## config.mk

```make
export PLATFORM = sky130hd
export DESIGN_NAME = sync_framed_command_receiver_crc16_top
export DESIGN_NICKNAME = d
export VERILOG_FILES = /design/src/hw/rtl/sfcr_pkg.sv /design/src/hw/rtl/sync_framed_command_receiver_crc16_top.sv
export VERILOG_INCLUDE_DIRS = /design/src /design/src/hw/rtl
export SDC_FILE = /design/constraint.sdc
export NUM_CORES = 1
export LEC_CHECK = 0
export ABC_AREA = 1
export CAP_MARGIN = 20
export CORE_MARGIN = 2
export CORE_UTILIZATION = 66
export CTS_CLUSTER_SIZE = 40
export DETAILED_ROUTE_END_ITERATION = 12
export DONT_BUFFER_PORTS = 1
export HOLD_SLACK_MARGIN = 0.05
export PLACE_DENSITY = 0.9
export SLEW_MARGIN = 20
export SYNTH_ARGS = -nofsm -noshare
export SYNTH_HDL_FRONTEND = slang
export SYNTH_SLANG_ARGS = --single-unit
export TNS_END_PERCENT = 50
```

## constraint.sdc

```tcl
create_clock -name i_clk -period 7.3 [get_ports i_clk]
set_input_delay 2.19 -clock i_clk [delete_from_list [all_inputs] [get_ports i_clk]]
set_output_delay 2.19 -clock i_clk [all_outputs]
set_load 0.03 [all_outputs]
```

## src/hw/rtl/sync_framed_command_receiver_crc16_top_defines.svh

```systemverilog
// Assertion macros for the framed command receiver.
// Both macros sample on i_clk and are quiet while i_rst_n is low.
`ifndef SYNC_FRAMED_COMMAND_RECEIVER_CRC16_TOP_DEFINES_SVH
`define SYNC_FRAMED_COMMAND_RECEIVER_CRC16_TOP_DEFINES_SVH

`ifndef SYNTH
// Free-form property, may use |-> or |=>
`define SFCR_CHECK(label, prop, msg) \
    label: assert property (@(posedge i_clk) disable iff (!i_rst_n) (prop)) else $error(msg);
// Same-cycle implication
`define SFCR_IMPLY(label, ante, cons, msg) \
    label: assert property (@(posedge i_clk) disable iff (!i_rst_n) (ante) |-> (cons)) \
        else $error(msg);
`else
`define SFCR_CHECK(label, prop, msg)
`define SFCR_IMPLY(label, ante, cons, msg)
`endif

`endif

```

## src/hw/rtl/sfcr_pkg.sv

```systemverilog
package sfcr_pkg;

    // Sync pair and CRC-16 generator (0x8005, MSB first, init 0)
    localparam logic [7:0]  SYNC_FIRST  = 8'hFF;
    localparam logic [7:0]  SYNC_SECOND = 8'hA5;
    localparam logic [15:0] CRC_POLY    = 16'h8005;

    // Default frame length in bytes, sync pair included
    localparam int FRAME_BYTES_DEF = 16;

    // Frame byte positions of the command fields
    localparam int POS_MODE     = 3;
    localparam int POS_FAN_HI   = 4;
    localparam int POS_FAN_LO   = 7;
    localparam int POS_STEP_EN  = 8;
    localparam int POS_GEAR     = 9;
    localparam int POS_DIR      = 10;
    localparam int POS_FREQ_HI  = 12;
    localparam int POS_FREQ_LO  = 13;

    // Byte offset of the first frame byte after the sync pair
    localparam int POS_BODY     = 2;

    // One byte step of the CRC, eight shift/xor steps
    function automatic logic [15:0] crc16_byte(input logic [15:0] crc, input logic [7:0] b);
        logic [15:0] c;
        c = crc ^ {b, 8'h00};
        for (int k = 0; k < 8; k++) begin
            c = c[15] ? ((c << 1) ^ CRC_POLY) : (c << 1);
        end
        return c;
    endfunction

endpackage

```

## src/hw/rtl/sync_framed_command_receiver_crc16_top.sv

```systemverilog
// Framed command receiver: takes one received serial byte per beat, locks on the sync
// pair 0xFF 0xA5, runs CRC-16 (poly 0x8005, init 0, MSB first) over the whole frame of
// FRAME_BYTES bytes and, on the frame's last byte, delivers one result beat. A zero
// residue updates the held command (fields forced to zero when the mode byte's enable
// bit, chosen by the configuration register, is clear) and sets o_frame_ok; a bad CRC
// repeats the held command with o_frame_ok low. Other bytes produce no result. A byte
// is taken every cycle unless the input stalls: each byte passes an input register,
// one CRC byte step plus field capture, and lands in the result/state registers.
// Input stalls only while an untaken result blocks a byte waiting in the input
// register.
`include "sync_framed_command_receiver_crc16_top_defines.svh"

module sync_framed_command_receiver_crc16_top
    import sfcr_pkg::*;
#(
    parameter int FRAME_BYTES = FRAME_BYTES_DEF
) (
    input  logic        i_clk,
    input  logic        i_rst_n,
    // configuration
    input  logic        i_cfg_we,
    input  logic [2:0]  i_cfg_wdata,
    // byte input
    input  logic        i_valid,
    output logic        o_stall,
    input  logic [7:0]  i_rx_byte,
    // result output
    output logic        o_valid,
    input  logic        i_stall,
    output logic        o_frame_ok,
    output logic [7:0]  o_mode_byte,
    output logic [31:0] o_fan_demand_bits,
    output logic [7:0]  o_stepper_enable,
    output logic [7:0]  o_stepper_gear,
    output logic [7:0]  o_stepper_direction,
    output logic [15:0] o_stepper_freq_demand
);

    localparam int PW = $clog2(FRAME_BYTES);
    localparam logic [PW-1:0] LAST_POS = PW'(FRAME_BYTES - 1);

    typedef enum logic [1:0] {
        HUNT_FIRST,
        HUNT_SECOND,
        COLLECT
    } t_phase;

    // control state
    t_phase         r_phase, n_phase;
    logic [PW-1:0]  r_pos, n_pos;
    logic [15:0]    r_crc, n_crc;
    logic [2:0]     r_en_pos;
    logic           r_in_vld;
    logic [7:0]     r_in_byte;
    logic           r_out_vld;
    logic           r_out_ok;

    // captured frame bytes
    logic [7:0]     r_cap_mode;
    logic [31:0]    r_cap_fan;
    logic [7:0]     r_cap_en;
    logic [7:0]     r_cap_gear;
    logic [7:0]     r_cap_dir;
    logic [15:0]    r_cap_freq;

    // held command, drives the result fields
    logic [7:0]     r_hold_mode;
    logic [31:0]    r_hold_fan;
    logic [7:0]     r_hold_en;
    logic [7:0]     r_hold_gear;
    logic [7:0]     r_hold_dir;
    logic [15:0]    r_hold_freq;

    logic           w_out_free;
    logic           w_proc;
    logic           w_emit;
    logic           w_crc_ok;
    logic           w_en_bit;
    logic [15:0]    w_crc_step;

    // handshake: result slot frees when empty or taken
    assign w_out_free = !r_out_vld || !i_stall;
    assign w_proc     = r_in_vld && w_out_free;
    assign o_stall    = r_in_vld && !w_out_free;

    // per-byte CRC step; r_crc is zero while hunting the first sync byte
    assign w_crc_step = crc16_byte(r_crc, r_in_byte);
    assign w_crc_ok   = (w_crc_step == 16'h0000);
    assign w_emit     = w_proc && (r_phase == COLLECT) && (r_pos == LAST_POS);
    assign w_en_bit   = r_cap_mode[r_en_pos];

    // sync hunt and frame position
    always_comb begin
        n_phase = r_phase;
        n_pos   = r_pos;
        n_crc   = r_crc;
        case (r_phase)
            COLLECT: begin
                if (r_pos == LAST_POS) begin
                    n_phase = HUNT_FIRST;
                    n_pos   = '0;
                    n_crc   = '0;
                end else begin
                    n_pos   = r_pos + 1'b1;
                    n_crc   = w_crc_step;
                end
            end
            HUNT_SECOND: begin
                if (r_in_byte == SYNC_SECOND) begin
                    n_phase = COLLECT;
                    n_pos   = PW'(POS_BODY);
                    n_crc   = w_crc_step;
                end else begin
                    n_phase = HUNT_FIRST;
                    n_pos   = '0;
                    n_crc   = '0;
                end
            end
            default: begin
                if (r_in_byte == SYNC_FIRST) begin
                    n_phase = HUNT_SECOND;
                    n_pos   = PW'(1);
                    n_crc   = w_crc_step;
                end else begin
                    n_phase = HUNT_FIRST;
                    n_pos   = '0;
                    n_crc   = '0;
                end
            end
        endcase
    end

    // state, input register and result registers
    always_ff @(posedge i_clk) begin
        if (!i_rst_n) begin
            r_phase     <= HUNT_FIRST;
            r_pos       <= '0;
            r_crc       <= '0;
            r_en_pos    <= '0;
            r_in_vld    <= 1'b0;
            r_out_vld   <= 1'b0;
            r_out_ok    <= 1'b0;
            r_hold_mode <= '0;
            r_hold_fan  <= '0;
            r_hold_en   <= '0;
            r_hold_gear <= '0;
            r_hold_dir  <= '0;
            r_hold_freq <= '0;
        end else begin
            if (i_cfg_we) begin
                r_en_pos <= i_cfg_wdata;
            end
            if (!o_stall) begin
                r_in_vld <= i_valid;
            end
            if (w_proc) begin
                r_phase <= n_phase;
                r_pos   <= n_pos;
                r_crc   <= n_crc;
            end
            if (w_out_free) begin
                r_out_vld <= w_emit;
            end
            if (w_emit) begin
                r_out_ok <= w_crc_ok;
            end
            // good frame updates the held command
            if (w_emit && w_crc_ok) begin
                r_hold_mode <= r_cap_mode;
                r_hold_fan  <= w_en_bit ? r_cap_fan  : '0;
                r_hold_en   <= w_en_bit ? r_cap_en   : '0;
                r_hold_gear <= w_en_bit ? r_cap_gear : '0;
                r_hold_dir  <= w_en_bit ? r_cap_dir  : '0;
                r_hold_freq <= w_en_bit ? r_cap_freq : '0;
            end
        end
    end

    // input byte register
    always_ff @(posedge i_clk) begin
        if (!o_stall && i_valid) begin
            r_in_byte <= i_rx_byte;
        end
    end

    // field capture; multi-byte fields shift in MSB first
    always_ff @(posedge i_clk) begin
        if (w_proc && r_phase == COLLECT) begin
            if (r_pos == PW'(POS_MODE)) begin
                r_cap_mode <= r_in_byte;
            end
            if (r_pos >= PW'(POS_FAN_HI) && r_pos <= PW'(POS_FAN_LO)) begin
                r_cap_fan <= {r_cap_fan[23:0], r_in_byte};
            end
            if (r_pos == PW'(POS_STEP_EN)) begin
                r_cap_en <= r_in_byte;
            end
            if (r_pos == PW'(POS_GEAR)) begin
                r_cap_gear <= r_in_byte;
            end
            if (r_pos == PW'(POS_DIR)) begin
                r_cap_dir <= r_in_byte;
            end
            if (r_pos == PW'(POS_FREQ_HI) || r_pos == PW'(POS_FREQ_LO)) begin
                r_cap_freq <= {r_cap_freq[7:0], r_in_byte};
            end
        end
    end

    assign o_valid               = r_out_vld;
    assign o_frame_ok            = r_out_ok;
    assign o_mode_byte           = r_hold_mode;
    assign o_fan_demand_bits     = r_hold_fan;
    assign o_stepper_enable      = r_hold_en;
    assign o_stepper_gear        = r_hold_gear;
    assign o_stepper_direction   = r_hold_dir;
    assign o_stepper_freq_demand = r_hold_freq;

    // checks
    `SFCR_IMPLY(a_new_result_at_frame_end, o_valid && !$past(o_valid && i_stall), $past(w_emit), "result beat without a frame end")
    `SFCR_CHECK(a_hold_only_on_good_frame, !(w_emit && w_crc_ok) |=> $stable(r_hold_mode) && $stable(r_hold_fan) && $stable(r_hold_freq), "held command changed without a good frame")
    `SFCR_CHECK(a_disabled_fields_zero, w_emit && w_crc_ok && !w_en_bit |=> o_fan_demand_bits == '0 && o_stepper_freq_demand == '0 && o_stepper_gear == '0, "disabled frame left nonzero fields")
    `SFCR_IMPLY(a_pos_in_frame, r_phase == COLLECT, r_pos >= PW'(POS_BODY) && r_pos <= LAST_POS, "frame position out of range")
    `SFCR_IMPLY(a_crc_clear_hunting, r_phase == HUNT_FIRST, r_crc == 16'h0000 && r_pos == '0, "CRC or position not cleared while hunting")

endmodule
```

# After elaboration in Yosys (flattened, before gate mapping)
# Cells that the tools add are included.
[classes]
n_addsub = 1
n_lt_le_gt_ge = 3
eq_ne = 12
mux = 27
bitwise_logic = 9
n_reduce_logical = 21
[ops]
columns = ["operator", "n"]
rows = [
  ["$mux 16", 12],
  ["$mux 32", 1],
  ["$pmux 16 s2", 1],
  ["$eq 4x4->1 const B", 6],
  ["$mux 8", 3],
  ["$not 3->3", 8],
  ["$eq 8x8->1 const B", 2],
  ["$logic_not 16->1", 1],
  ["$xor 16x16->16", 1],
  ["$reduce_and 2->1", 7],
  ["$pmux 4 s2", 1],
  ["$logic_and 1x1->1", 7],
  ["$mux 2", 3],
  ["$add 4x1->4 const B", 1],
  ["$eq 4x2->1 const B", 1],
  ["$ge 4x3->1 const B", 1],
  ["$le 4x3->1 const B", 1],
  ["$logic_not 1->1", 4],
  ["$lt 3x4->1 const B", 1],
  ["$mux 4", 1],
  ["$pmux 2 s2", 1],
  ["$bmux 1 s3", 1],
  ["$mux 1", 3],
  ["$eq 2x1->1 const B", 1],
  ["other kinds (3)", 4],
]
[totals]
register_bits = 196
inputBits = 16
output_inout_bits = 83
word_cells = 93

# Logic depth before layout (Yosys ltp)
# Gate-level depths: netlist of the first run.
[logic_depth]
word_depth = 19
mapped_depth = 23
depth_no_buf = 22

# Worst setup path before layout of the first run
# Ideal clock, no wire load.
[synth_timing]
path_type = "in2reg"
start = "input port i_stall"
end = "register r_cap_fan[0] (enable)"
arrival_ps = 4734
path_slack_ps = 2105
path_stages = 5
cell_sequence = "nand2_2 -> nand2_4 -> nor2_4 -> inv_2 -> nor3_1"
[synth_between]
elab_chain_len = 5
[synth_lines]
columns = ["item", "line_no", "source"]
rows = [
  ["from (decl)", "sync_framed_command_receiver_crc16_top.sv:29", "input logic i_stall,"],
  ["$logic_not 1->1", "sync_framed_command_receiver_crc16_top.sv:82", "assign w_out_free = !r_out_vld || !i_stall;"],
  ["$logic_or 1x1->1", "sync_framed_command_receiver_crc16_top.sv:82", ""],
  ["$logic_and 1x1->1", "sync_framed_command_receiver_crc16_top.sv:83", "assign w_proc = r_in_vld && w_out_free;"],
  ["$logic_and 1x1->1", "sync_framed_command_receiver_crc16_top.sv:188", "if (w_proc && r_phase == COLLECT) begin"],
  ["$reduce_and 2->1 (no line)", "-", ""],
  ["to (signal assigned)", "sync_framed_command_receiver_crc16_top.sv:193", "r_cap_fan <= {r_cap_fan[23:0], r_in_byte};"],
  ["to (decl)", "sync_framed_command_receiver_crc16_top.sv:60", "logic [31:0] r_cap_fan;"],
]
# No other way between the ends.
# A chain may end at the register's enable or synchronous reset.

# Final worst setup path of the first run
[layout_timing]
start = "input port i_stall"
end = "output port o_stall"
[layout_between]
elab_chain_len = 4
[layout_lines]
columns = ["item", "line_no", "source"]
rows = [
  ["$logic_not 1->1", "sync_framed_command_receiver_crc16_top.sv:82", ""],
  ["$logic_or 1x1->1", "sync_framed_command_receiver_crc16_top.sv:82", ""],
  ["$logic_not 1->1", "sync_framed_command_receiver_crc16_top.sv:84", "assign o_stall = r_in_vld && !w_out_free;"],
  ["$logic_and 1x1->1", "sync_framed_command_receiver_crc16_top.sv:84", ""],
  ["to (decl)", "sync_framed_command_receiver_crc16_top.sv:25", "output logic o_stall,"],
]
# No other way between the ends.

==> impl_summary.log, run 1 <==
[metrics] clock tree sinks: 196
[metrics] number of global-route vias before repair: slightly below 6000
[metrics] fillcell total: ~880
[metrics] register bit count reported by yosys: between 150 and 200
[metrics] pin count of the biggest net entering global routing: 88
[metrics] Int Pwr: roughly 1.7 mW
[metrics] number of antenna repair diodes: 0
[metrics] num rows: 41
[metrics] global route total overflow: 0
[metrics] cell types with the highest counts after synthesis: 253 x nand2_1, 210 x nor2_1, 123 x inv_1, 108 x dfxtp_1, 93 x nand3_1
[metrics] RSZ-0062 raised after global routing: false
[metrics] Port-buffer cells: 0
[metrics] area enclosed by the die boundary: 0.0136 mm^2
[metrics] initial core utilization: between 60% and 70%
[metrics] Async S/R FF share, synth: 0%
[metrics] first-iteration detailed-routing DRC count: just over 600
[metrics] Routed WL per cell: around 16 um
[metrics] Slew Viols, Final: 0
[metrics] placed cell areas: around 0.0084 mm^2
[metrics] xor and xnor fraction of the mapped netlist area: less than 1%
[metrics] type of the most critical hold path: reg -> reg
[metrics] # hold bufs at CTS: 0
[metrics] placed wire-length estimate after detailed placement: roughly 11 mm
[metrics] CTS Root Buffer Type: clkbuf_16
[metrics] DP Worst Slack: 2350 ps
[metrics] worst-case clock skew: 13.4 ps
[metrics] Final Instance Count excl. Fillers: 1182
[metrics] number of warning messages in the yosys log: 0
[metrics] transition time of the tightest slew-check pin: between 900 and 1000 ps
[metrics] cell count after synthesis: approximately 1000
[metrics] minimum period implied by the final worst setup slack: roughly 4900 ps
[metrics] Worst path max stage delay: ~490 ps
[metrics] CP Depth: 2
[metrics] net switching component of the power: about 0.5 mW
[metrics] antenna-violating nets left: 0
[metrics] depth of the worst hold-timing path: 0
[metrics] post-CTS repair timing setup buffer count: 0
[metrics] fraction of met3 tracks used by global routing: under 10%
[metrics] CP arrival: between 2000 and 3000 ps
[metrics] Placed Instances: around 1100
[metrics] biggest area contributors in the synthesized netlist: edfxtp_1 31%, dfxtp_1 26%, nand2_1 11%, nor2_1 9.4%, nand3_1 5.5%
[metrics] last weighted congestion value of the routability-driven placer: 0.849
[metrics] Non-Filler Cell Area, Final: 0.00901 mm^2
[metrics] area occupied by multi-input gates: around 0.0028 mm^2
[metrics] adder-cell share of the synthesized area: about 1.0%
[metrics] basic-gate share of the synthesized area counting and, or, nand and nor cells: between 20 and 30%
[metrics] area occupied by registers: 0.00480 mm^2
[metrics] setup TNS: 0 ps
[metrics] sequential share of power: 52.6%
[metrics] Total Routing Usage GR: between 20% and 30%
[metrics] GR Layer Usage met2: between 40% and 50%
[metrics] setup violation total in the final timing report: 0
[metrics] post-synthesis instance area: ~0.0084 mm^2
[metrics] First-pass DRT Iterations: 5
[metrics] Logic pwr share: approximately 4.9%
[metrics] drc violations: 0
[metrics] setup slack after layout: ~2400 ps
[metrics] GR Layer Usage met1: 34.7%
[metrics] Inserted Clock Buffers: 17
[metrics] net switching share of the total power: between 20% and 30%
[metrics] PD cells: between 200 and 250 mW/mm^2
[metrics] run status: complete, no violations
[metrics] synthesized area divided by synthesized cell count: just over 8 um^2
[metrics] final period utilization: approximately two thirds
[metrics] Distinct cells, synth: 32
[metrics] critical path launch point type: input port
[metrics] first-pass GRT wire length: around 28 mm
[metrics] cell with the most instances after synthesis: nand2_1
[metrics] GRT Max-Usage Layer: met2
[metrics] post-layout total power: 2.22 mW
[metrics] total wirelength of the detailed-routed design: around 18 mm
[metrics] maximum fanout encountered on the critical timing path: 4
[metrics] multiplexer share of the synthesized area: 0%
[metrics] required time of the worst setup path: ~5100 ps
[metrics] Critical-path top delay cell: nor2_1
[metrics] number of vias per cell: about 5.4
[metrics] Critical Path Sink Type: primary output
[metrics] compound-gate portion of the synthesized area: around 2.8%
[metrics] Max Root-Sink Buffers: 2
[metrics] dominant combinational cell family by area after synthesis: simple AND/OR/NAND/NOR gates
[metrics] max-cap violation count: 0
[metrics] number of H-tree levels: 4
[metrics] CTS tree: done
[metrics] clock-pin slew of the registers on the worst-case setup and hold paths: 70 ps
[metrics] cells resized by post-CTS repair: 0
[metrics] fraction of layout instances using a drive strength above 1: slightly above 7%
[metrics] clock power share: about 43%
[metrics] total number of vias: 6348
[metrics] sequence of cells on the critical path: nand2_2, nor2_1
[metrics] number of antenna violations at the first check in global routing: 0
[metrics] maximum vdd ir drop: roughly 0.14 mV
[metrics] Primary FF master, synth: dfxtp_1
[metrics] Hold Slack: approximately 450 ps
[metrics] post-synth top area share: a little under a third
[metrics] worst slew margin relative to its limit: approximately 34%
[metrics] critical path class: in -> out
[metrics] Die Height: roughly 120 um
[metrics] Max Clk Rate: around 200 MHz
[metrics] clock network latency to the later pin of the worst-skew pair: between 400 and 500 ps
[metrics] syn_nets: between 1000 and 1500
[metrics] count of boundary I/O pins: between 90 and 100
[metrics] share of the core filled with cells: a little under three quarters
[metrics] floorplan core area: roughly 0.013 mm^2
[metrics] Die X-Extent: around 120 um
[metrics] sequential area share after synthesis: 57.2%
[metrics] number of flops mapped to enable cells by yosys: between 80 and 90
[metrics] number of nets in the finished design: approximately 1000
[metrics] area added between synthesis and finish: 7.33%
[metrics] Hold Violations, Final: 0
[metrics] cell class contributing the biggest share of worst-path delay: simple AND/OR/NAND/NOR gates
[metrics] post-synth top area cell: edfxtp_1
[metrics] worst reg-to-reg path cell count: 18
[metrics] LEAKAGE: just under 4 nW
[metrics] worst path buffer plus inverter count: 0
[per-layer routing]
layer  wire (um)  vias up  part of all wire (%)
met4         452        0                   2.5
met3        1760       44                   9.6
met1        7440     2925                    41
met2        8710      269                    47
met5           0        -                     0
li1            -     3110                     -
[layout make-up]
| class | count | share of cell area [%] |
|---|---|---|
| clock inverters | 13 | 1.61 |
| multi-input cells | 642 | 31.3 |
| flip-flops and latches | 196 | 53.3 |
| inverters | 132 | 5.50 |
| clock buffers | 19 | 5.04 |
| well taps | 172 | 2.39 |
| repair buffers | 8 | 0.861 |
[state kept, by name, summed over array words and instances, names as in the netlist, 3 cells and up]
name	flops
r_in_byte	8
o_stepper_freq_demand	16
r_crc	16
r_pos	4
o_stepper_enable	8
r_cap_mode	8
r_cap_fan	32
r_en_pos	3
r_cap_dir	8
o_fan_demand_bits	32
o_stepper_direction	8
o_mode_byte	8
o_stepper_gear	8
r_cap_en	8
r_cap_freq	16
r_cap_gear	8
[cell families (layout without fill, tap and decap cells)]
kind of cell,Yosys count,in the layout
AO/OA/AOI/OAI,44,44
XOR/XNOR,4,4
adder cells (fa/ha/maj),7,7
buffers and inverters,177,172
flip-flops,196,196
AND/OR/NAND/NOR,587,587
[cell usage in the layout, fill, tap and decap left out, types with 6 or more instances in the layout]
cell type  instances
nor2_1           210
inv_1            123
o21ai_0            8
dfxtp_1          108
nand2_1          253
ha_1               7
inv_2              8
nor2_4             6
nand3_1           93
clkbuf_16         18
a21oi_1           29
nand2_2           11
buf_4              6
edfxtp_1          88
[power by group through the flow]
stage	clock network (mW)	registers, mW	logic, mW
after detailed placement	0	1.19	0.106
after global placement	0	1.19	0.103
after floorplan	0	1.18	0.0924
final	0.942	1.17	0.109
after global routing	0.992	1.17	0.122
after CTS	0.946	1.17	0.108
[final timing paths]
path / startpoint / end / slack (ps)
setup / recovery: i_stall / o_stall / 2350
hold / removal: r_cap_fan[4]$_DFFE_PP_ / r_cap_fan[12]$_DFFE_PP_ / 450
setup reg to reg: r_in_byte[5]$_DFFE_PP_ / o_fan_demand_bits[15]$_SDFFE_PN0P_ / 2870
hold reg to reg: r_cap_fan[4]$_DFFE_PP_ / r_cap_fan[12]$_DFFE_PP_ / 450
Power figures use the tool's default switching activity.
==> run 2: changes to the inputs <==
--- a/config.mk
+++ b/config.mk
@@ -9,12 +9,12 @@
 export ABC_AREA = 1
 export CAP_MARGIN = 20
 export CORE_MARGIN = 2
-export CORE_UTILIZATION = 66
+export CORE_UTILIZATION = 63
 export CTS_CLUSTER_SIZE = 40
 export DETAILED_ROUTE_END_ITERATION = 12
 export DONT_BUFFER_PORTS = 1
 export HOLD_SLACK_MARGIN = 0.05
-export PLACE_DENSITY = 0.9
+export PLACE_DENSITY = 0.87
 export SLEW_MARGIN = 20
 export SYNTH_ARGS = -nofsm -noshare
 export SYNTH_HDL_FRONTEND = slang
==> constraint.sdc (replaced) <==
create_clock -name i_clk -period 4.8 [get_ports i_clk]
set_input_delay 1.44 -clock i_clk [delete_from_list [all_inputs] [get_ports i_clk]]
set_output_delay 1.44 -clock i_clk [all_outputs]
set_load 0.03 [all_outputs]
==> run 2 against run 1 <==
Against the previous run:
- routed wire length shrank 0.15%
- global-route usage is 0.75 points lower
- utilization shrank 3.5 points
- first-iteration DRC count shrank 0.32%
- sequential share of layout area grew 0.082 points
- non-clock buffer count is 2 higher
- clock power is 49% higher
- register-to-register slack got worse by 1500 ps
- combinational power grew 51%
- critical endpoint unchanged
- largest cell class unchanged
- largest power group unchanged
==> impl_summary.log, run 2 (same netlist as run 1, synthesis figures left out) <==
[metrics] Die Height: 119 um
[metrics] pin count of the biggest net entering global routing: 88
[metrics] area added between synthesis and finish: 7.17%
[metrics] minimum period implied by the final worst setup slack: 3450 ps
[metrics] total number of vias: 6343
[metrics] net switching share of the total power: roughly 22%
[metrics] most common cell after layout, fill and taps aside: nand2_1
[metrics] startpoint of the lowest-slack hold path: r_cap_freq[3]$_DFFE_PP_
[metrics] first-pass GRT wire length: roughly 30 mm
[metrics] critical path class: in -> out
[metrics] final period utilization: 71.8%
[metrics] cells resized by post-CTS repair: 0
[metrics] floorplan core area: about 0.013 mm^2
[metrics] placed wire-length estimate after detailed placement: about 12 mm
[metrics] number of vias per cell: ~5.3
[metrics] Die X-Extent: approximately 120 um
[metrics] CTS tree: done
[metrics] fillcell total: a little over 1000
[metrics] worst-case clock skew: approximately 13 ps
[metrics] Max Root-Sink Buffers: 2
[metrics] setup slack on the worst flop-to-flop path: 1420 ps
[metrics] LEAKAGE: between 3 and 4 nW
[metrics] Total Routing Usage GR: roughly a quarter
[metrics] first-iteration detailed-routing DRC count: 614
[metrics] post-CTS repair timing setup buffer count: 0
[metrics] antenna-violating nets left: 0
[metrics] net switching component of the power: approximately 0.75 mW
[metrics] number of global-route vias before repair: ~6000
[metrics] clock network latency to the later pin of the worst-skew pair: approximately 430 ps
[metrics] Critical Path Sink Type: primary output
[metrics] launch point of the worst path: i_stall
[metrics] CP arrival: about 2000 ps
[metrics] Int Pwr: 2.60 mW
[metrics] Worst path max stage delay: between 400 and 500 ps
[metrics] Routed WL per cell: roughly 15 um
[metrics] clock-pin slew of the registers on the worst-case setup and hold paths: 60 ps
[metrics] CP Depth: 2
[metrics] type of the most critical hold path: reg -> reg
[metrics] area enclosed by the die boundary: about 0.014 mm^2
[metrics] number of antenna repair diodes: 0
[metrics] run status: complete, no violations
[metrics] worst path buffer plus inverter count: 0
[metrics] # hold bufs at CTS: 0
[metrics] initial core utilization: 63.9%
[metrics] last weighted congestion value of the routability-driven placer: 0.896
[metrics] Max Clk Rate: roughly 290 MHz
[metrics] setup violation total in the final timing report: 0
[metrics] sequential share of power: roughly 53%
[metrics] clock power share: roughly two fifths
[metrics] fraction of layout instances using a drive strength above 1: 7.11%
[metrics] clock tree sinks: just under 200
[metrics] endpoint of the worst register-to-register path: o_stepper_freq_demand[9]$_SDFFE_PN0P_
[metrics] max-cap violation count: 0
[metrics] RSZ-0062 raised after global routing: false
[metrics] drc violations: 0
[metrics] PD cells: ~370 mW/mm^2
[metrics] count of boundary I/O pins: slightly below 100
[metrics] total wirelength of the detailed-routed design: 18.3 mm
[metrics] number of antenna violations at the first check in global routing: 1
[metrics] CTS Root Buffer Type: clkbuf_16
[metrics] worst reg2reg startpoint: r_in_byte[4]$_DFFE_PP_
[metrics] cell class contributing the biggest share of worst-path delay: simple AND/OR/NAND/NOR gates
[metrics] num rows: 42
[metrics] Inserted Clock Buffers: 17
[metrics] number of nets in the finished design: slightly above 1000
[metrics] post-layout total power: 3.34 mW
[metrics] Slew Viols, Final: 0
[metrics] endpoint of the worst setup timing path: o_stall
[metrics] Hold Violations, Final: 0
[metrics] Critical-path top delay cell: nor2_1
[metrics] Logic pwr share: under 10%
[metrics] number of H-tree levels: 4
[metrics] worst slew margin relative to its limit: around 29%
[metrics] sequence of cells on the critical path: nand2_2, nor2_1
[metrics] First-pass DRT Iterations: 6
[metrics] critical path launch point type: input port
[metrics] global route total overflow: 0
[metrics] setup TNS: 0 ps
[metrics] maximum fanout encountered on the critical timing path: 4
[metrics] maximum vdd ir drop: about 0.22 mV
[metrics] required time of the worst setup path: approximately 3400 ps
[metrics] worst reg-to-reg path cell count: 19
[metrics] Port-buffer cells: 0
[metrics] transition time of the tightest slew-check pin: between 1000 and 1500 ps
[metrics] top library cells by usage in the layout, fill and taps aside: 253 x nand2_1, 210 x nor2_1, 123 x inv_1
## run 2: changes by cell type in the layout (fill, tap and decap cells not counted)
cell,before,now
nor3_1,2,3
inv_8,1,0
nor3_2,2,1
buf_2,1,0
clkinvlp_4,0,1
buf_4,6,10
inv_4,1,0
inv_6,3,2
clkbuf_1,1,3
buf_16,1,0
## run 2: area by class of cell
type	count	area, um^2	share of cell area (%)
timing repair buffer	10	75.1	0.835
tap	176	220	2.45
clock buffer	21	462	5.13
sequential	196	4800	53.4
multi-input combinational	642	2810	31.3
inverter	132	495	5.51
clock inverter	11	126	1.40
## run 2: worst min path at each step
stage / to / slack [ps] / cells past startpoint
2_1_floorplan: r_cap_fan[11]$_DFFE_PP_ / 430 / 0
3_3_place_gp: r_cap_freq[13]$_DFFE_PP_ / 430 / 0
3_5_place_dp: r_cap_freq[13]$_DFFE_PP_ / 430 / 0
4_1_cts: r_cap_freq[11]$_DFFE_PP_ / 450 / 0
5_1_grt: r_cap_fan[12]$_DFFE_PP_ / 450 / 0
6_report: r_cap_freq[11]$_DFFE_PP_ / 450 / 0
## run 2: power groups by stage
stage	Clock, mW	Combinational (mW)	Sequential, mW
6_report	1.40	0.165	1.78
5_1_grt	1.48	0.188	1.78
4_1_cts	1.42	0.164	1.77
3_5_place_dp	0	0.163	1.81
3_3_place_gp	0	0.159	1.81
2_1_floorplan	0	0.141	1.80
## run 2: per-stage QoR
stage               setup WS, ps  instance area, um^2  util, %  hold WS, ps  cells
global placement            1360                 8410     64.0          428   1156
finish                      1350                 8990     68.5          447   1188
CTS                         1350                 8990     68.5          447   1188
global route                1080                 8990     68.5          453   1188
floorplan                    355                 8390        -          426   1015
detailed placement          1350                 8410     64.0          432   1156
## run 2: metal layers
layer	vias to the layer above	wire length [um]	part of all wire [%]	track usage [%]
met4	2	465	2.5	11.5
met3	39	1520	8.3	8.96
li1	3124	-	-	-
met1	2915	7240	40	30.7
met5	-	11	0.060	0
met2	263	9090	50	45.7
==> run 3: changes to the inputs <==
==> constraint.sdc (replaced) <==
create_clock -name i_clk -period 3.3 [get_ports i_clk]
set_input_delay 0.99 -clock i_clk [delete_from_list [all_inputs] [get_ports i_clk]]
set_output_delay 0.99 -clock i_clk [all_outputs]
set_load 0.03 [all_outputs]
==> run 3 against run 2 <==
Against the previous run:
- die area did not move
- sequential share of layout area shrank 1.1 points
- design area up 2.0%
- global-route usage increased by 0.51 points
- count of clock-buffer cells in the layout fell by 3
- register-to-register slack worse by 1200 ps
- first-iteration DRC count increased by 3.9%
- clock skew decreased by 3.4 ps
- sequential power grew 44%
- highest routed layer is now met4
==> impl_summary.log, run 3 (same netlist as run 1, synthesis figures left out) <==
[metrics] run status: complete, no violations
[metrics] pin count of the biggest net entering global routing: between 80 and 90
[metrics] total wirelength of the detailed-routed design: between 15 and 20 mm
[metrics] net switching component of the power: 1.15 mW
[metrics] Max Root-Sink Buffers: 2
[metrics] GR Layer Usage met1: between 30% and 40%
[metrics] number of global-route vias before repair: between 6000 and 7000
[metrics] max-cap violation count: 0
[metrics] Routed WL per cell: 15.4 um
[metrics] most common cell after layout, fill and taps aside: nand2_1
[metrics] sequential share of power: between 50 and 60%
[metrics] maximum vdd ir drop: around 0.34 mV
[metrics] # hold bufs at CTS: 0
[metrics] worst-case clock skew: ~9.5 ps
[metrics] Total Routing Usage GR: approximately 27%
[metrics] number of antenna violations at the first check in global routing: 0
[metrics] Critical Path Sink Type: register
[metrics] CP arrival: between 3000 and 4000 ps
[metrics] count of boundary I/O pins: a little under 100
[metrics] Inserted Clock Buffers: 17
[metrics] net switching share of the total power: between 20% and 30%
[metrics] minimum period implied by the final worst setup slack: slightly above 3000 ps
[metrics] Port-buffer cells: 0
[metrics] fraction of layout instances using a drive strength above 1: a little under a tenth
[metrics] placed wire-length estimate after detailed placement: ~12 mm
[metrics] drc violations: 0
[metrics] Die X-Extent: between 100 and 150 um
[metrics] placed cell areas: about 0.0085 mm^2
[metrics] type of the most critical hold path: reg -> reg
[metrics] last weighted congestion value of the routability-driven placer: about 0.9
[metrics] floorplan core area: approximately 0.013 mm^2
[metrics] clock-pin slew of the registers on the worst-case setup and hold paths: about 70 ps
[metrics] top library cells by usage in the layout, fill and taps aside: 253 x nand2_1, 210 x nor2_1, 123 x inv_1
[metrics] Final Instance Count excl. Fillers: approximately 1200
[metrics] first-iteration detailed-routing DRC count: ~640
[metrics] clock tree sinks: approximately 200
[metrics] CTS tree: done
[metrics] RSZ-0062 raised after global routing: false
[metrics] PD cells: around 530 mW/mm^2
[metrics] setup slack after layout: 224 ps
[metrics] critical path launch point type: register
[metrics] transition time of the tightest slew-check pin: 741 ps
[metrics] Non-Filler Cell Area, Final: about 0.009 mm^2
[metrics] Hold Violations, Final: 0
[metrics] area enclosed by the die boundary: about 0.014 mm^2
[metrics] Int Pwr: between 3 and 4 mW
[metrics] CTS Root Buffer Type: clkbuf_16
[metrics] share of the core filled with cells: between 60 and 70%
[metrics] final period utilization: just over 90%
[metrics] number of nets in the finished design: ~1000
[metrics] setup violation total in the final timing report: 0
[metrics] GR Layer Usage met2: between 40% and 50%
[metrics] number of vias per cell: between 5 and 6
[metrics] num rows: between 40 and 50
[metrics] Slew Viols, Final: 0
[metrics] clock power share: between 40% and 50%
[metrics] initial core utilization: a little under two thirds
[metrics] setup TNS: 0 ps
[metrics] first-pass GRT wire length: about 30 mm
[metrics] clock network latency to the later pin of the worst-skew pair: ~440 ps
[metrics] post-layout total power: between 4 and 5 mW
[metrics] global route total overflow: 0
[metrics] DP Worst Slack: between 150 and 200 ps
[metrics] Max Clk Rate: between 300 and 400 MHz
[metrics] fillcell total: roughly 980
[metrics] Die Height: around 120 um
[metrics] antenna-violating nets left: 0
[metrics] number of H-tree levels: 4
[metrics] worst slew margin relative to its limit: roughly half
[metrics] critical path class: reg -> reg
[metrics] Hold Slack: 451 ps
[metrics] fraction of met3 tracks used by global routing: between 7 and 8%
[metrics] Logic pwr share: under 10%
[metrics] setup slack on the worst flop-to-flop path: ~220 ps
[metrics] number of antenna repair diodes: 0
[metrics] Placed Instances: 1168
[metrics] area added between synthesis and finish: 9.35%
[metrics] total number of vias: around 6500
[metrics] required time of the worst setup path: 3630 ps
[metrics] First-pass DRT Iterations: 5
[metrics] LEAKAGE: between 4 and 5 nW
[metrics] GRT Max-Usage Layer: met2
[metrics] maximum fanout encountered on the critical timing path: 25
## run 3: cell types whose count changed in the layout (fill, tap and decap cells not counted), sizes merged
cell      change
bufinv        -1
inv           +6
clkinv        -1
buf          +19
clkbuf        -3
clkinvlp      -1
## run 3: final cells by class
| type | instances | area (um^2) | share of cell area [%] |
|---|---|---|---|
| repair buffers | 29 | 243 | 2.64 |
| multi-input cells | 642 | 2830 | 30.8 |
| well taps | 176 | 220 | 2.40 |
| clock buffers | 18 | 450 | 4.91 |
| inverters | 132 | 495 | 5.40 |
| clock inverters | 14 | 139 | 1.51 |
| flip-flops and latches | 196 | 4800 | 52.4 |
## run 3: critical path, stage by stage, from the launching register on
cell	delay [ps]
edfxtp_1	540
inv_1	160
nand2_1	70
nand2_1	110
nand2_1	70
nand2_1	90
nand3_1	110
nand2_1	80
nand2_1	50
nand2_1	70
inv_1	40
ha_1	320
xnor2_2	190
nand3_1	140
nor2_4	150
inv_2	60
nor2_4	140
buf_4	290
nand3_1	140
nand2_1	90
nor2_1	40
## run 3: path summary, 6_finish.rpt
check                           cells after the start                                     to               startpoint
worst max register to register                     20  o_stepper_freq_demand[1]$_SDFFE_PN0P_   r_in_byte[1]$_DFFE_PP_
worst min-delay path                                0               r_cap_freq[10]$_DFFE_PP_  r_cap_freq[2]$_DFFE_PP_
worst max-delay path                               20  o_stepper_freq_demand[1]$_SDFFE_PN0P_   r_in_byte[1]$_DFFE_PP_
worst min register to register                      0               r_cap_freq[10]$_DFFE_PP_  r_cap_freq[2]$_DFFE_PP_
## run 3: repair_timing
item / in CTS / in global routing
endpoints found under the setup margin: 0 / 72
buffers inserted: 0 / 7
hold endpoints to repair: 0 / 0
resized for setup: 0 / 1
## run 3: power groups by stage
| stage | Sequential (mW) | Combinational (mW) | Clock [mW] |
|---|---|---|---|
| after global placement | 2.62 | 0.248 | 0 |
| after floorplan | 2.61 | 0.204 | 0 |
| after detailed placement | 2.62 | 0.252 | 0 |
| after CTS | 2.57 | 0.254 | 2.07 |
| final | 2.57 | 0.275 | 2.05 |
| after global routing | 2.57 | 0.305 | 2.18 |
## run 3: per-layer routing
| metal | routed length [um] | part of all wire (%) |
|---|---|---|
| met5 | 0 | 0 |
| met4 | 446 | 2.4 |
| met3 | 1800 | 9.7 |
| met2 | 8940 | 48 |
| met1 | 7450 | 40 |
